[src/rtl/psbc_pkg.sv]
`default_nettype none

package psbc_pkg;

  // Portal geometry and fixed-point formats
  localparam int CORNERS   = 8;
  localparam int IDX_W     = 3;
  localparam int CNT_W     = 5;
  localparam int CLIP_W    = 32;
  localparam int SCR_W     = 24;
  localparam int DIV_STEPS = SCR_W;
  localparam int STEP_W    = 5;

  localparam logic signed [SCR_W-1:0] Q_ONE     = 24'sh010000;
  localparam logic signed [SCR_W-1:0] Q_NEG_ONE = 24'shFF0000;
  localparam logic signed [SCR_W-1:0] SCR_MAX   = 24'sh7FFFFF;
  localparam logic signed [SCR_W-1:0] SCR_MIN   = 24'sh800000;

  // Count values that mean every corner lies past one side
  localparam logic [CNT_W-1:0] CNT_ALL_POS = CNT_W'(CORNERS);
  localparam logic [CNT_W-1:0] CNT_ALL_NEG = CNT_W'(-CORNERS);
  localparam logic [IDX_W-1:0] IDX_LAST    = IDX_W'(CORNERS - 1);

  // One corner beat
  typedef struct packed {
    logic signed [CLIP_W-1:0] clip_x;
    logic signed [CLIP_W-1:0] clip_y;
    logic signed [CLIP_W-1:0] clip_z;
    logic signed [CLIP_W-1:0] clip_w;
    logic signed [SCR_W-1:0]  win_right;
    logic signed [SCR_W-1:0]  win_left;
    logic signed [SCR_W-1:0]  win_top;
    logic signed [SCR_W-1:0]  win_bottom;
    logic                     skip;
  } in_t;

  // One result beat
  typedef struct packed {
    logic                    visible;
    logic signed [SCR_W-1:0] new_right;
    logic signed [SCR_W-1:0] new_left;
    logic signed [SCR_W-1:0] new_top;
    logic signed [SCR_W-1:0] new_bottom;
  } out_t;

  // Screen-space corner after the divide
  typedef struct packed {
    logic signed [SCR_W-1:0] x;
    logic signed [SCR_W-1:0] y;
    logic signed [SCR_W-1:0] z;
  } scr_t;

  // Accumulator status seen by the control
  typedef struct packed {
    logic                    last;
    logic [CNT_W-1:0]        horiz;
    logic [CNT_W-1:0]        vert;
    logic [CNT_W-1:0]        depth;
    logic signed [SCR_W-1:0] bound_right;
    logic signed [SCR_W-1:0] bound_left;
    logic signed [SCR_W-1:0] bound_top;
    logic signed [SCR_W-1:0] bound_bottom;
  } acc_st_t;

endpackage

`default_nettype wire

[src/rtl/psbc_div.sv]
`default_nettype none

// Radix-2 restoring divider: (|num| << 16) / |den|, signed, saturated to 24 bits.
// Numerator bits shift in one per cycle; one quotient bit leaves per cycle.
module psbc_div (
  input  wire logic                                     clk,
  input  wire logic                                     rst_n,
  input  wire logic                                     start,
  input  wire logic signed [psbc_pkg::CLIP_W-1:0]       num,
  input  wire logic signed [psbc_pkg::CLIP_W-1:0]       den,
  output logic                                          done,
  output logic signed [psbc_pkg::SCR_W-1:0]             res
);

  typedef enum logic [3:0] {
    D_IDLE = 4'b0001,
    D_PREP = 4'b0010,
    D_RUN  = 4'b0100,
    D_FIN  = 4'b1000
  } dstate_t;

  dstate_t                              state_r, state_nxt;
  logic [psbc_pkg::CLIP_W-1:0]          an_r, an_nxt;
  logic [psbc_pkg::CLIP_W-1:0]          aw_r, aw_nxt;
  logic                                 neg_r, neg_nxt;
  logic                                 zero_r, zero_nxt;
  logic                                 ovf_r, ovf_nxt;
  logic [psbc_pkg::CLIP_W-1:0]          rem_r, rem_nxt;
  logic [psbc_pkg::SCR_W-1:0]           sh_r, sh_nxt;
  logic [psbc_pkg::SCR_W-1:0]           q_r, q_nxt;
  logic [psbc_pkg::STEP_W-1:0]          cnt_r, cnt_nxt;
  logic signed [psbc_pkg::SCR_W-1:0]    res_r, res_nxt;
  logic                                 done_r, done_nxt;

  logic [psbc_pkg::CLIP_W:0]            trial;
  logic [psbc_pkg::CLIP_W+1:0]          diff;
  logic                                 ge;

  // One restoring step: bring down the next numerator bit, try subtract
  always_comb begin
    trial = {rem_r, sh_r[psbc_pkg::SCR_W-1]};
    diff  = {1'b0, trial} - {2'b00, aw_r};
    ge    = ~diff[psbc_pkg::CLIP_W+1];
  end

  always_comb begin
    state_nxt = state_r;
    an_nxt    = an_r;
    aw_nxt    = aw_r;
    neg_nxt   = neg_r;
    zero_nxt  = zero_r;
    ovf_nxt   = ovf_r;
    rem_nxt   = rem_r;
    sh_nxt    = sh_r;
    q_nxt     = q_r;
    cnt_nxt   = cnt_r;
    res_nxt   = res_r;
    done_nxt  = 1'b0;
    case (state_r)
      D_IDLE: begin
        if (start) begin
          an_nxt    = num[psbc_pkg::CLIP_W-1] ? (~num + 1'b1) : num;
          aw_nxt    = den[psbc_pkg::CLIP_W-1] ? (~den + 1'b1) : den;
          neg_nxt   = num[psbc_pkg::CLIP_W-1];
          zero_nxt  = (num == '0);
          state_nxt = D_PREP;
        end
      end
      D_PREP: begin
        // quotient reaches 2^24 exactly when |num| >= |den| << 8 (covers den of zero)
        ovf_nxt   = (aw_r[psbc_pkg::CLIP_W-1:psbc_pkg::SCR_W] == '0) &&
                    (an_r >= {aw_r[psbc_pkg::SCR_W-1:0], 8'd0});
        rem_nxt   = {8'd0, an_r[psbc_pkg::CLIP_W-1:8]};
        sh_nxt    = {an_r[7:0], 16'd0};
        q_nxt     = '0;
        cnt_nxt   = '0;
        state_nxt = D_RUN;
      end
      D_RUN: begin
        rem_nxt = ge ? diff[psbc_pkg::CLIP_W-1:0] : trial[psbc_pkg::CLIP_W-1:0];
        sh_nxt  = {sh_r[psbc_pkg::SCR_W-2:0], 1'b0};
        q_nxt   = {q_r[psbc_pkg::SCR_W-2:0], ge};
        cnt_nxt = cnt_r + 1'b1;
        if (cnt_r == psbc_pkg::STEP_W'(psbc_pkg::DIV_STEPS - 1)) begin
          state_nxt = D_FIN;
        end
      end
      D_FIN: begin
        // sign and saturation
        if (zero_r) begin
          res_nxt = '0;
        end else if (ovf_r) begin
          res_nxt = neg_r ? psbc_pkg::SCR_MIN : psbc_pkg::SCR_MAX;
        end else if (neg_r) begin
          res_nxt = (q_r > 24'h800000) ? psbc_pkg::SCR_MIN : $signed(~q_r + 1'b1);
        end else begin
          res_nxt = q_r[psbc_pkg::SCR_W-1] ? psbc_pkg::SCR_MAX : $signed(q_r);
        end
        done_nxt  = 1'b1;
        state_nxt = D_IDLE;
      end
      default: begin
        state_nxt = D_IDLE;
      end
    endcase
  end

  always_ff @(posedge clk) begin
    if (!rst_n) begin
      state_r <= D_IDLE;
      done_r  <= 1'b0;
    end else begin
      state_r <= state_nxt;
      done_r  <= done_nxt;
    end
    an_r   <= an_nxt;
    aw_r   <= aw_nxt;
    neg_r  <= neg_nxt;
    zero_r <= zero_nxt;
    ovf_r  <= ovf_nxt;
    rem_r  <= rem_nxt;
    sh_r   <= sh_nxt;
    q_r    <= q_nxt;
    cnt_r  <= cnt_nxt;
    res_r  <= res_nxt;
  end

  assign done = done_r;
  assign res  = res_r;

endmodule

`default_nettype wire

[src/rtl/psbc_acc.sv]
`default_nettype none

// Per-portal accumulator: side counts, running screen bounds, corner index.
module psbc_acc (
  input  wire logic              clk,
  input  wire logic              rst_n,
  input  wire logic              upd,
  input  wire logic              clr,
  input  wire psbc_pkg::scr_t    scr,
  input  wire psbc_pkg::in_t     win,
  output psbc_pkg::acc_st_t      st
);

  logic [psbc_pkg::IDX_W-1:0]         idx_r, idx_nxt;
  logic signed [psbc_pkg::CNT_W-1:0]  horiz_r, horiz_nxt;
  logic signed [psbc_pkg::CNT_W-1:0]  vert_r, vert_nxt;
  logic signed [psbc_pkg::CNT_W-1:0]  depth_r, depth_nxt;
  logic signed [psbc_pkg::SCR_W-1:0]  br_r, br_nxt;
  logic signed [psbc_pkg::SCR_W-1:0]  bl_r, bl_nxt;
  logic signed [psbc_pkg::SCR_W-1:0]  bt_r, bt_nxt;
  logic signed [psbc_pkg::SCR_W-1:0]  bb_r, bb_nxt;

  logic signed [psbc_pkg::SCR_W-1:0]  vx, vy, vz;
  logic signed [psbc_pkg::SCR_W-1:0]  wr, wl, wt, wb;
  logic signed [psbc_pkg::SCR_W-1:0]  base_r, base_l, base_t, base_b;
  logic                               behind;
  logic                               last;

  assign vx     = scr.x;
  assign vy     = scr.y;
  assign vz     = scr.z;
  assign wr     = win.win_right;
  assign wl     = win.win_left;
  assign wt     = win.win_top;
  assign wb     = win.win_bottom;
  assign behind = vz[psbc_pkg::SCR_W-1];
  assign last   = (idx_r == psbc_pkg::IDX_LAST);

  // A corner behind the near plane opens the bounds to full screen first
  always_comb begin
    base_r = behind ? psbc_pkg::Q_ONE     : br_r;
    base_l = behind ? psbc_pkg::Q_NEG_ONE : bl_r;
    base_t = behind ? psbc_pkg::Q_ONE     : bt_r;
    base_b = behind ? psbc_pkg::Q_NEG_ONE : bb_r;
  end

  always_comb begin
    idx_nxt   = idx_r;
    horiz_nxt = horiz_r;
    vert_nxt  = vert_r;
    depth_nxt = depth_r;
    br_nxt    = br_r;
    bl_nxt    = bl_r;
    bt_nxt    = bt_r;
    bb_nxt    = bb_r;
    if (upd) begin
      if (vx > wr) begin
        horiz_nxt = horiz_r + 1'b1;
      end else if (vx < wl) begin
        horiz_nxt = horiz_r - 1'b1;
      end
      if (vy > wt) begin
        vert_nxt = vert_r + 1'b1;
      end else if (vy < wb) begin
        vert_nxt = vert_r - 1'b1;
      end
      if (vz > psbc_pkg::Q_ONE) begin
        depth_nxt = depth_r + 1'b1;
      end else if (behind) begin
        depth_nxt = depth_r - 1'b1;
      end
      br_nxt = (vx > base_r) ? vx : base_r;
      bl_nxt = (vx < base_l) ? vx : base_l;
      bt_nxt = (vy > base_t) ? vy : base_t;
      bb_nxt = (vy < base_b) ? vy : base_b;
      if (!last) begin
        idx_nxt = idx_r + 1'b1;
      end
    end
    if (clr) begin
      idx_nxt   = '0;
      horiz_nxt = '0;
      vert_nxt  = '0;
      depth_nxt = '0;
      br_nxt    = psbc_pkg::Q_NEG_ONE;
      bl_nxt    = psbc_pkg::Q_ONE;
      bt_nxt    = psbc_pkg::Q_NEG_ONE;
      bb_nxt    = psbc_pkg::Q_ONE;
    end
  end

  always_ff @(posedge clk) begin
    if (!rst_n) begin
      idx_r   <= '0;
      horiz_r <= '0;
      vert_r  <= '0;
      depth_r <= '0;
      br_r    <= psbc_pkg::Q_NEG_ONE;
      bl_r    <= psbc_pkg::Q_ONE;
      bt_r    <= psbc_pkg::Q_NEG_ONE;
      bb_r    <= psbc_pkg::Q_ONE;
    end else begin
      idx_r   <= idx_nxt;
      horiz_r <= horiz_nxt;
      vert_r  <= vert_nxt;
      depth_r <= depth_nxt;
      br_r    <= br_nxt;
      bl_r    <= bl_nxt;
      bt_r    <= bt_nxt;
      bb_r    <= bb_nxt;
    end
  end

  always_comb begin
    st.last         = last;
    st.horiz        = horiz_r;
    st.vert         = vert_r;
    st.depth        = depth_r;
    st.bound_right  = br_r;
    st.bound_left   = bl_r;
    st.bound_top    = bt_r;
    st.bound_bottom = bb_r;
  end

endmodule

`default_nettype wire

[src/rtl/portal_screen_bounds_cull_top.sv]
// Portal screen-bounds cull. Feed the eight clip-space corners of one portal box as
// eight input beats, each carrying the current window edges and skip; after the
// eighth beat one result beat reports visible and the window narrowed to the
// portal's screen bounds (or the last beat's window unchanged when culled). A corner
// keeps in_ready low from its accept until it has been folded in, so a new corner
// is taken only once the last one is done: x, y and z are divided by |w| in turn on
// one shared radix-2 divider, then the corner is folded into the counts and bounds.
// The last corner of a portal then holds in_ready low through the narrowing and the
// result load. The result beat waits in one output register; if it has not been
// taken when the next portal's last corner is ready to load, that corner holds and
// in_ready stays low until the waiting beat goes out. Coordinates are Q16.16, screen
// values Q7.16.
`default_nettype none

module portal_screen_bounds_cull_top (
  input  wire logic           clk,
  input  wire logic           rst_n,
  input  wire logic           in_valid,
  output logic                in_ready,
  input  wire psbc_pkg::in_t  in_data,
  output logic                out_valid,
  input  wire logic           out_ready,
  output psbc_pkg::out_t      out_data
);

  typedef enum logic [5:0] {
    S_IDLE = 6'b000001,
    S_DIV  = 6'b000010,
    S_UPD  = 6'b000100,
    S_NAR1 = 6'b001000,
    S_NAR2 = 6'b010000,
    S_FIN  = 6'b100000
  } state_t;

  typedef enum logic [1:0] {
    C_X = 2'd0,
    C_Y = 2'd1,
    C_Z = 2'd2
  } coord_t;

  state_t                             state_r, state_nxt;
  coord_t                             sel_r, sel_nxt;
  logic                               start_r, start_nxt;
  psbc_pkg::in_t                      in_r, in_nxt;
  psbc_pkg::scr_t                     scr_r, scr_nxt;
  logic                               vis_r, vis_nxt;
  logic signed [psbc_pkg::SCR_W-1:0]  nr_r, nr_nxt;
  logic signed [psbc_pkg::SCR_W-1:0]  nl_r, nl_nxt;
  logic signed [psbc_pkg::SCR_W-1:0]  nt_r, nt_nxt;
  logic signed [psbc_pkg::SCR_W-1:0]  nb_r, nb_nxt;
  logic                               out_valid_r, out_valid_nxt;
  psbc_pkg::out_t                     out_r, out_nxt;

  logic signed [psbc_pkg::CLIP_W-1:0] div_num;
  logic                               div_done;
  logic signed [psbc_pkg::SCR_W-1:0]  div_res;
  logic                               acc_upd;
  logic                               acc_clr;
  psbc_pkg::acc_st_t                  acc_st;
  logic                               all_out;
  logic signed [psbc_pkg::SCR_W-1:0]  wr, wl, wt, wb;

  assign wr = in_r.win_right;
  assign wl = in_r.win_left;
  assign wt = in_r.win_top;
  assign wb = in_r.win_bottom;

  // Numerator for the coordinate in flight
  always_comb begin
    case (sel_r)
      C_X:     div_num = in_r.clip_x;
      C_Y:     div_num = in_r.clip_y;
      C_Z:     div_num = in_r.clip_z;
      default: div_num = in_r.clip_x;
    endcase
  end

  psbc_div u_div (
    .clk   (clk),
    .rst_n (rst_n),
    .start (start_r),
    .num   (div_num),
    .den   (in_r.clip_w),
    .done  (div_done),
    .res   (div_res)
  );

  psbc_acc u_acc (
    .clk   (clk),
    .rst_n (rst_n),
    .upd   (acc_upd),
    .clr   (acc_clr),
    .scr   (scr_r),
    .win   (in_r),
    .st    (acc_st)
  );

  // Every corner past one side of some axis
  assign all_out = (acc_st.horiz == psbc_pkg::CNT_ALL_POS) ||
                   (acc_st.horiz == psbc_pkg::CNT_ALL_NEG) ||
                   (acc_st.vert  == psbc_pkg::CNT_ALL_POS) ||
                   (acc_st.vert  == psbc_pkg::CNT_ALL_NEG) ||
                   (acc_st.depth == psbc_pkg::CNT_ALL_POS) ||
                   (acc_st.depth == psbc_pkg::CNT_ALL_NEG);

  // Control sequence
  always_comb begin
    state_nxt     = state_r;
    sel_nxt       = sel_r;
    start_nxt     = 1'b0;
    in_nxt        = in_r;
    scr_nxt       = scr_r;
    vis_nxt       = vis_r;
    nr_nxt        = nr_r;
    nl_nxt        = nl_r;
    nt_nxt        = nt_r;
    nb_nxt        = nb_r;
    out_nxt       = out_r;
    out_valid_nxt = out_valid_r && !out_ready;
    acc_upd       = 1'b0;
    acc_clr       = 1'b0;
    case (state_r)
      S_IDLE: begin
        if (in_valid) begin
          in_nxt    = in_data;
          sel_nxt   = C_X;
          start_nxt = 1'b1;
          state_nxt = S_DIV;
        end
      end
      S_DIV: begin
        if (div_done) begin
          case (sel_r)
            C_X: begin
              scr_nxt.x = div_res;
              sel_nxt   = C_Y;
              start_nxt = 1'b1;
            end
            C_Y: begin
              scr_nxt.y = div_res;
              sel_nxt   = C_Z;
              start_nxt = 1'b1;
            end
            default: begin
              scr_nxt.z = div_res;
              state_nxt = S_UPD;
            end
          endcase
        end
      end
      S_UPD: begin
        acc_upd   = 1'b1;
        state_nxt = acc_st.last ? S_NAR1 : S_IDLE;
      end
      S_NAR1: begin
        // decide, then narrow right and top against the original pairs
        vis_nxt = !in_r.skip && !all_out;
        nr_nxt  = wr;
        nl_nxt  = wl;
        nt_nxt  = wt;
        nb_nxt  = wb;
        if (vis_nxt) begin
          if (acc_st.bound_right < wr && acc_st.bound_right > wl) begin
            nr_nxt = acc_st.bound_right;
          end
          if (acc_st.bound_top < wt && acc_st.bound_top > wb) begin
            nt_nxt = acc_st.bound_top;
          end
        end
        state_nxt = S_NAR2;
      end
      S_NAR2: begin
        // left and bottom see the already narrowed right and top
        if (vis_r) begin
          if (acc_st.bound_left < nr_r && acc_st.bound_left > nl_r) begin
            nl_nxt = acc_st.bound_left;
          end
          if (acc_st.bound_bottom < nt_r && acc_st.bound_bottom > nb_r) begin
            nb_nxt = acc_st.bound_bottom;
          end
        end
        state_nxt = S_FIN;
      end
      S_FIN: begin
        if (!out_valid_r || out_ready) begin
          out_nxt.visible    = vis_r;
          out_nxt.new_right  = nr_r;
          out_nxt.new_left   = nl_r;
          out_nxt.new_top    = nt_r;
          out_nxt.new_bottom = nb_r;
          out_valid_nxt      = 1'b1;
          acc_clr            = 1'b1;
          state_nxt          = S_IDLE;
        end
      end
      default: begin
        state_nxt = S_IDLE;
      end
    endcase
  end

  always_ff @(posedge clk) begin
    if (!rst_n) begin
      state_r     <= S_IDLE;
      sel_r       <= C_X;
      start_r     <= 1'b0;
      out_valid_r <= 1'b0;
    end else begin
      state_r     <= state_nxt;
      sel_r       <= sel_nxt;
      start_r     <= start_nxt;
      out_valid_r <= out_valid_nxt;
    end
    in_r  <= in_nxt;
    scr_r <= scr_nxt;
    vis_r <= vis_nxt;
    nr_r  <= nr_nxt;
    nl_r  <= nl_nxt;
    nt_r  <= nt_nxt;
    nb_r  <= nb_nxt;
    out_r <= out_nxt;
  end

  assign in_ready  = (state_r == S_IDLE);
  assign out_valid = out_valid_r;
  assign out_data  = out_r;

  // Divider results only arrive while a corner is being divided
  a_done_in_div: assert property (@(posedge clk) disable iff (!rst_n)
    div_done |-> (state_r == S_DIV))
    else $error("divider result outside divide phase");

  // An accepted corner always kicks off the x divide
  a_accept_starts: assert property (@(posedge clk) disable iff (!rst_n)
    (in_valid && in_ready) |=> (start_r && sel_r == C_X && state_r == S_DIV))
    else $error("accepted corner did not start divide");

  // A free output register takes the result at once
  a_fin_loads: assert property (@(posedge clk) disable iff (!rst_n)
    (state_r == S_FIN && !out_valid_r) |=> (out_valid_r && state_r == S_IDLE))
    else $error("result not loaded from finish state");

endmodule

`default_nettype wire
[config.mk]
export PLATFORM = sky130hd
export DESIGN_NAME = portal_screen_bounds_cull_top
export DESIGN_NICKNAME = d
export VERILOG_FILES = /design/src/rtl/psbc_pkg.sv /design/src/rtl/psbc_div.sv /design/src/rtl/psbc_acc.sv /design/src/rtl/portal_screen_bounds_cull_top.sv
export SDC_FILE = /design/constraint.sdc
export NUM_CORES = 2
export LEC_CHECK = 0
export BUFFER_PORTS_ARGS = -buffer_cell sky130_fd_sc_hd__buf_2
export CAP_MARGIN = 20
export CORE_MARGIN = 1.5
export CORE_UTILIZATION = 60
export DETAILED_ROUTE_END_ITERATION = 8
export PLACE_DENSITY = 0.8
export REMOVE_ABC_BUFFERS = 1
export SYNTH_ARGS = -nofsm -noshare
export SYNTH_HDL_FRONTEND = slang
export SYNTH_SLANG_ARGS = --single-unit
export TNS_END_PERCENT = 30
[constraint.sdc]
create_clock -name clk -period 7.7 [get_ports clk]
set_input_delay 0.385 -clock clk [delete_from_list [all_inputs] [get_ports clk]]
set_output_delay 0.385 -clock clk [all_outputs]
set_load 0.01 [all_outputs]
======== Word level (Yosys, flattened, before mapping) ========
Index checks and enable logic that the tools add are counted.
storage, ports and cells
  bits in registers ....................... 796
  word-level logic and storage cells ...... 219
  input bits .............................. 229
  output and inout bits ................... 99
cells by class
  reductions and logical operators ........ 43
  add/sub/neg operators ................... 12
  bitwise logic cells ..................... 7
  equal/unequal tests ..................... 30
  multiplexer cells ....................... 60
  $lt $le $gt $ge ......................... 19
operator list
  cell                     count
  $mux W24                 20
  $gt A24 B24 Y1           8
  $lt A24 B24 Y1           8
  $pmux W24 S2             4
  $pmux W32 S2             2
  $add A32 B1 Y32 const B  2
  $not A32 Y32             2
  $mux W31                 2
  $pmux W6 S6              1
  $sub A33 B32 Y34         1
  $ge A32 B32 Y1           1
  $logic_not A32 Y1        1
  $mux W32                 1
  $mux W5                  6
  $add A24 B1 Y24 const B  1
  $gt A24 B18 Y1 const B   1
  $gt A24 B24 Y1 const B   1
  $mux W6                  4
  $not A24 Y24             1
  $mux W23                 1
  $add A5 B1 Y5 const B    4
  $eq A5 B5 Y1 const B     4
  $reduce_and A2 Y1        8
  $eq A5 B4 Y1 const B     3
  other kinds (35)         84

======== Longest topological paths before layout ========
  depth after elaboration ................. 9
  mapped depth ............................ 16
  mapped depth without buffers ............ 14

======== Modules after synthesis ========
Synthesis repeated with hierarchy kept, for this count alone.
unflattened totals
  cell total of the unflattened synthesis .. 3,667
  area total of the unflattened synthesis .. 42,159.2 um^2
by module, submodules not included
  module                         instances  area each (um^2)  sequential area each (um^2)  cells an instance
  portal_screen_bounds_cull_top  1          22,172.5          14,944.3                     1,469
  psbc_div                       1          10,445.0          4,904.7                      1,034
  psbc_acc                       1          9,541.7           2,282.2                      1,164

======== Worst setup path after synthesis ========
Ideal clock, no wire load.
  path kind ............................... register to register
  from .................................... register state_r[3]
  to ...................................... register in_r[0] (netlist bit), enable pin
  setup slack ............................. 1.773 ns
  library setup time ...................... 0.576 ns
  required time ........................... 7.124 ns
  period minus slack after synthesis ...... 5.927 ns
  data arrival time ....................... 5.350 ns
  path buffers ............................ 1
  stages on the path, launching flop included .. 6
  cell sequence ........................... dfxtp_1 -> nor2_1 -> and4b_1 -> clkbuf_1 -> nand2_1 -> inv_1
between the ends
  word-level cells in the longest chain between the ends .. 2
RTL lines
  element                      line                                  source
  start, declared              portal_screen_bounds_cull_top.sv:41   state_t state_r, state_nxt;
  start signal, assigned       portal_screen_bounds_cull_top.sv:209  state_r <= state_nxt;
  $eq A6 B1 Y1                 n/a
  named net in_ready           portal_screen_bounds_cull_top.sv:19   output logic in_ready,
  $reduce_and A2 Y1 (no line)  n/a
  end signal, assigned         portal_screen_bounds_cull_top.sv:214  in_r <= in_nxt;
  end, declared                portal_screen_bounds_cull_top.sv:44   psbc_pkg::in_t in_r, in_nxt;
The timed path passes the listed nets, and every way through them passes these cells.
A chain may end at the register's enable or synchronous reset.

======== Worst setup path after layout ========
  from .................................... register u_div.q_r[2] (netlist bit)
  to ...................................... register u_div.res_r, in the netlist u_div.res[13] (data pin)
between the ends
  word-level cells in the longest chain between the ends .. 5
  elaborated cells between the ends (all ways) .. 6
  classes of those cells .................. add/sub: 1; order compare: 1; mux: 3; bitwise: 1
RTL lines
  element                 line             source
  start, declared         psbc_div.sv:30   logic [psbc_pkg::SCR_W-1:0] q_r, q_nxt;
  start signal, assigned  psbc_div.sv:123  q_r <= q_nxt;
  $not A24 Y24            psbc_div.sv:95   res_nxt = (q_r > 24'h800000) ? psbc_pkg::SCR_MIN : $signed(~q_r + 1'b1);
  $add A24 B1 Y24         psbc_div.sv:95
  $mux W24 *              psbc_div.sv:95
  $mux W24 *              psbc_div.sv:94   end else if (neg_r) begin
  $mux W24 *              psbc_div.sv:92   end else if (ovf_r) begin
  end signal, assigned    psbc_div.sv:125  res_r <= res_nxt;
  end, declared           psbc_div.sv:32   logic signed [psbc_pkg::SCR_W-1:0] res_r, res_nxt;
Every way passes the cells marked *; elsewhere a longest branch is shown, timed or not.

==> metrics <==
buffer count from post-CTS setup fixing 0; Layout Skew 0.02606 ns; Hold Path Origin rst_n; Port Buffers 327; Slew Limit Fails 0; Chip Width 264.6 um; total negative setup slack 0 ns; Hold/Removal Path Class in -> reg; via count ~30000; clock network power share 0.368; gr usage total 0.2971; WL per Instance between 20 and 25 um; Layout Nets 4780; post-synth cell types 77; CP Data Arrival Time between 4 and 5 ns; crit-path max FO 13; ys async rst share 0; Skew-Pair Late Insertion Delay 0.63 ns; Tmin final 3.936 ns; maximum buffer depth of the clock tree 3; fmax 0.2541 GHz; max-cap violations 0; DRC viols 0; status finished clean; Power Dens Cells 222.7 nW/um^2; sequential area share after synthesis 0.5376; Design Power 0.01085 W; drt first pass iters 7; critical path type reg -> reg; vias in the first global route 29820; Via density approximately 6; top_reg_cell synth edfxtp_1; die span in y 264.6 um; RSZ-0062 raised after global routing false; hold buffers post-CTS 225; Reg clk slew, reported paths roughly 0.060 ns; placed wire-length estimate 69.65 mm; switch share 0.2599; Seq pwr share 0.480; final wirelength 104.9 mm; hold path depth 2; die area 70010 sq um; initial antenna violation count 5; part of the cycle the worst path needs 0.5112; synthesized area per cell 11.62 sq um; logic gate share of total power 0.152; Worst-Margin Slew 1.086 ns; r2r startpoint u_div.q_r[2]; synthesis-to-finish area growth 18.68%; CTS H-tree lvls 3; final hold viol count 0; CTS tree yes; Inserted Clock Buffers 81; share of cells above drive strength 1 0.1410; post-cts resize count 0; net switching power figure approximately 0.0028 W; first-pass GRT wire length 163.0 mm; Worst setup SP type flop; Worst EP required 8.13 ns; max_slew headroom 0.2763; Clock Sinks 777; peak supply drop ~250 uV; Leak about 20 nW; Int Pwr 0.008032 W; row count 95; Synth Cell Area a little over 40000 sq um; Core Region 67400 sq um; worst r2r path cells 9; Post-synth EDFFs 651; Final GP Congestion 0.9466; Ys Warns 0; io pins 328; Critical Path Start u_div.q_r[2]; largest net degree at the start of global routing roughly 150; Post-Syn Instances 3534; CP Capture Type flop; Finish-stage setup viols 0; CTS root buf clkbuf_16; Initial Util 0.6092; total grt overflow 0; Final ANT Viol Nets 0; initial DRC count 2696; Yosys reg bits between 700 and 800
-- power groups by stage --
stage / combinational, W / sequential [W] / clock (W)
4_1_cts: 0.00162 / 0.00520 / 0.00399
2_1_floorplan: 0.00106 / 0.00529 / 0
3_5_place_dp: 0.00151 / 0.00528 / 0
3_3_place_gp: 0.00146 / 0.00527 / 0
5_1_grt: 0.00182 / 0.00524 / 0.00418
6_report: 0.00165 / 0.00521 / 0.00399
-- state kept, by name (all words and copies together), names as in the netlist, 32 cells and up --
| name | flops |
|---|---|
| u_div.an_r | 32 |
| in_r | 129 |
| u_div.aw_r | 32 |
| u_div.rem_r | 32 |
| out_data | 97 |
| scr_r | 72 |
-- cells in the mapped netlist, types with 29 or more instances --
| cell | n | area share |
|---|---|---|
| nand4_1 | 79 | 0.012 |
| a21oi_1 | 214 | 0.026 |
| a21o_1 | 159 | 0.029 |
| nand2b_1 | 102 | 0.016 |
| inv_1 | 264 | 0.024 |
| nand3_1 | 61 | 0.0074 |
| clkbuf_1 | 101 | 0.0092 |
| o21ai_0 | 188 | 0.023 |
| nor3_1 | 32 | 0.0039 |
| a22o_1 | 36 | 0.0077 |
| nor2_1 | 189 | 0.017 |
| and2_1 | 29 | 0.0044 |
| mux2i_1 | 45 | 0.011 |
| mux2_2 | 50 | 0.014 |
| xnor2_1 | 73 | 0.016 |
| edfxtp_1 | 651 | 0.48 |
| ha_1 | 450 | 0.14 |
| dfxtp_1 | 126 | 0.061 |
| nand2_1 | 243 | 0.022 |
| o211ai_1 | 33 | 0.0060 |
-- cell type report --
type                       count  area (sq um)
multi-input combinational   2383         17670
antenna                        2         5.005
sequential                   777         22070
clock buffer                  95          2142
timing repair buffer         589          4224
clock inverter                48         515.5
inverter                     265          1002
tap                          873          1092
fill                        4482         18670
-- layer usage --
| metal | routed length, um | global-route usage | share of wire |
|---|---|---|---|
| met3 | 7363 | 0.04895 | 0.070 |
| met5 | 54 | 0 | 0.00051 |
| met1 | 41590 | 0.3709 | 0.40 |
| met2 | 51830 | 0.5154 | 0.49 |
| met4 | 4049 | 0.1188 | 0.039 |
-- path summary, 6_finish.rpt --
path         slack [ns]            end
max                3.76  u_div.res[13]
min                0.06     state_r[0]
max reg2reg        3.76  u_div.res[13]
min reg2reg        0.44   out_data[54]
-- critical path, stage by stage (launching register included) --
cell       delay [ns]
edfxtp_1         0.49
nor4_1           0.58
nand4bb_1        0.23
nor2_1           0.23
nand2_1          0.13
nor4_1           0.75
inv_1            0.13
o21ai_1          0.70
o21ai_0          0.20
a211oi_1         0.30
-- placed cells by master (no fill, tap or decap), types with 61 or more instances in the layout --
master,netlist,final
a21o_1,159,159
buf_2,0,327
inv_1,264,262
ha_1,450,449
nand2_1,243,242
edfxtp_1,651,651
a21oi_1,214,214
dlygate4sd3_1,0,225
nand4_1,79,79
xnor2_1,73,73
nand2b_1,102,101
clkbuf_16,0,84
o21ai_0,188,187
dfxtp_1,126,126
nand3_1,61,61
nor2_1,189,186
-- logic make-up after synthesis --
kind of cell	count (synthesis)	share of synthesized area
flip-flops	777	0.5376
AO/OA/AOI/OAI	836	0.1319
multiplexers	95	0.02469
XOR/XNOR	98	0.02091
adder cells (fa/ha/maj)	454	0.1391
AND/OR/NAND/NOR	900	0.1115
buffers and inverters	374	0.03429
-- per-stage QoR --
stage	cells	util	worst slack (ns)	cell area (sq um)	hold slack, ns
3_3_place_gp	4657	0.6487	3.983	43720	0.4319
4_1_cts	5028	0.7223	3.867	48680	0.01334
6_report	5032	0.7230	3.764	48730	0.05640
3_5_place_dp	4660	0.6495	3.899	43770	0.4340
5_1_grt	5032	0.7230	3.381	48730	0.04454
2_1_floorplan	3425	-	0.2573	40640	0.4264
No activity file was read; power rests on OpenSTA's default activity.
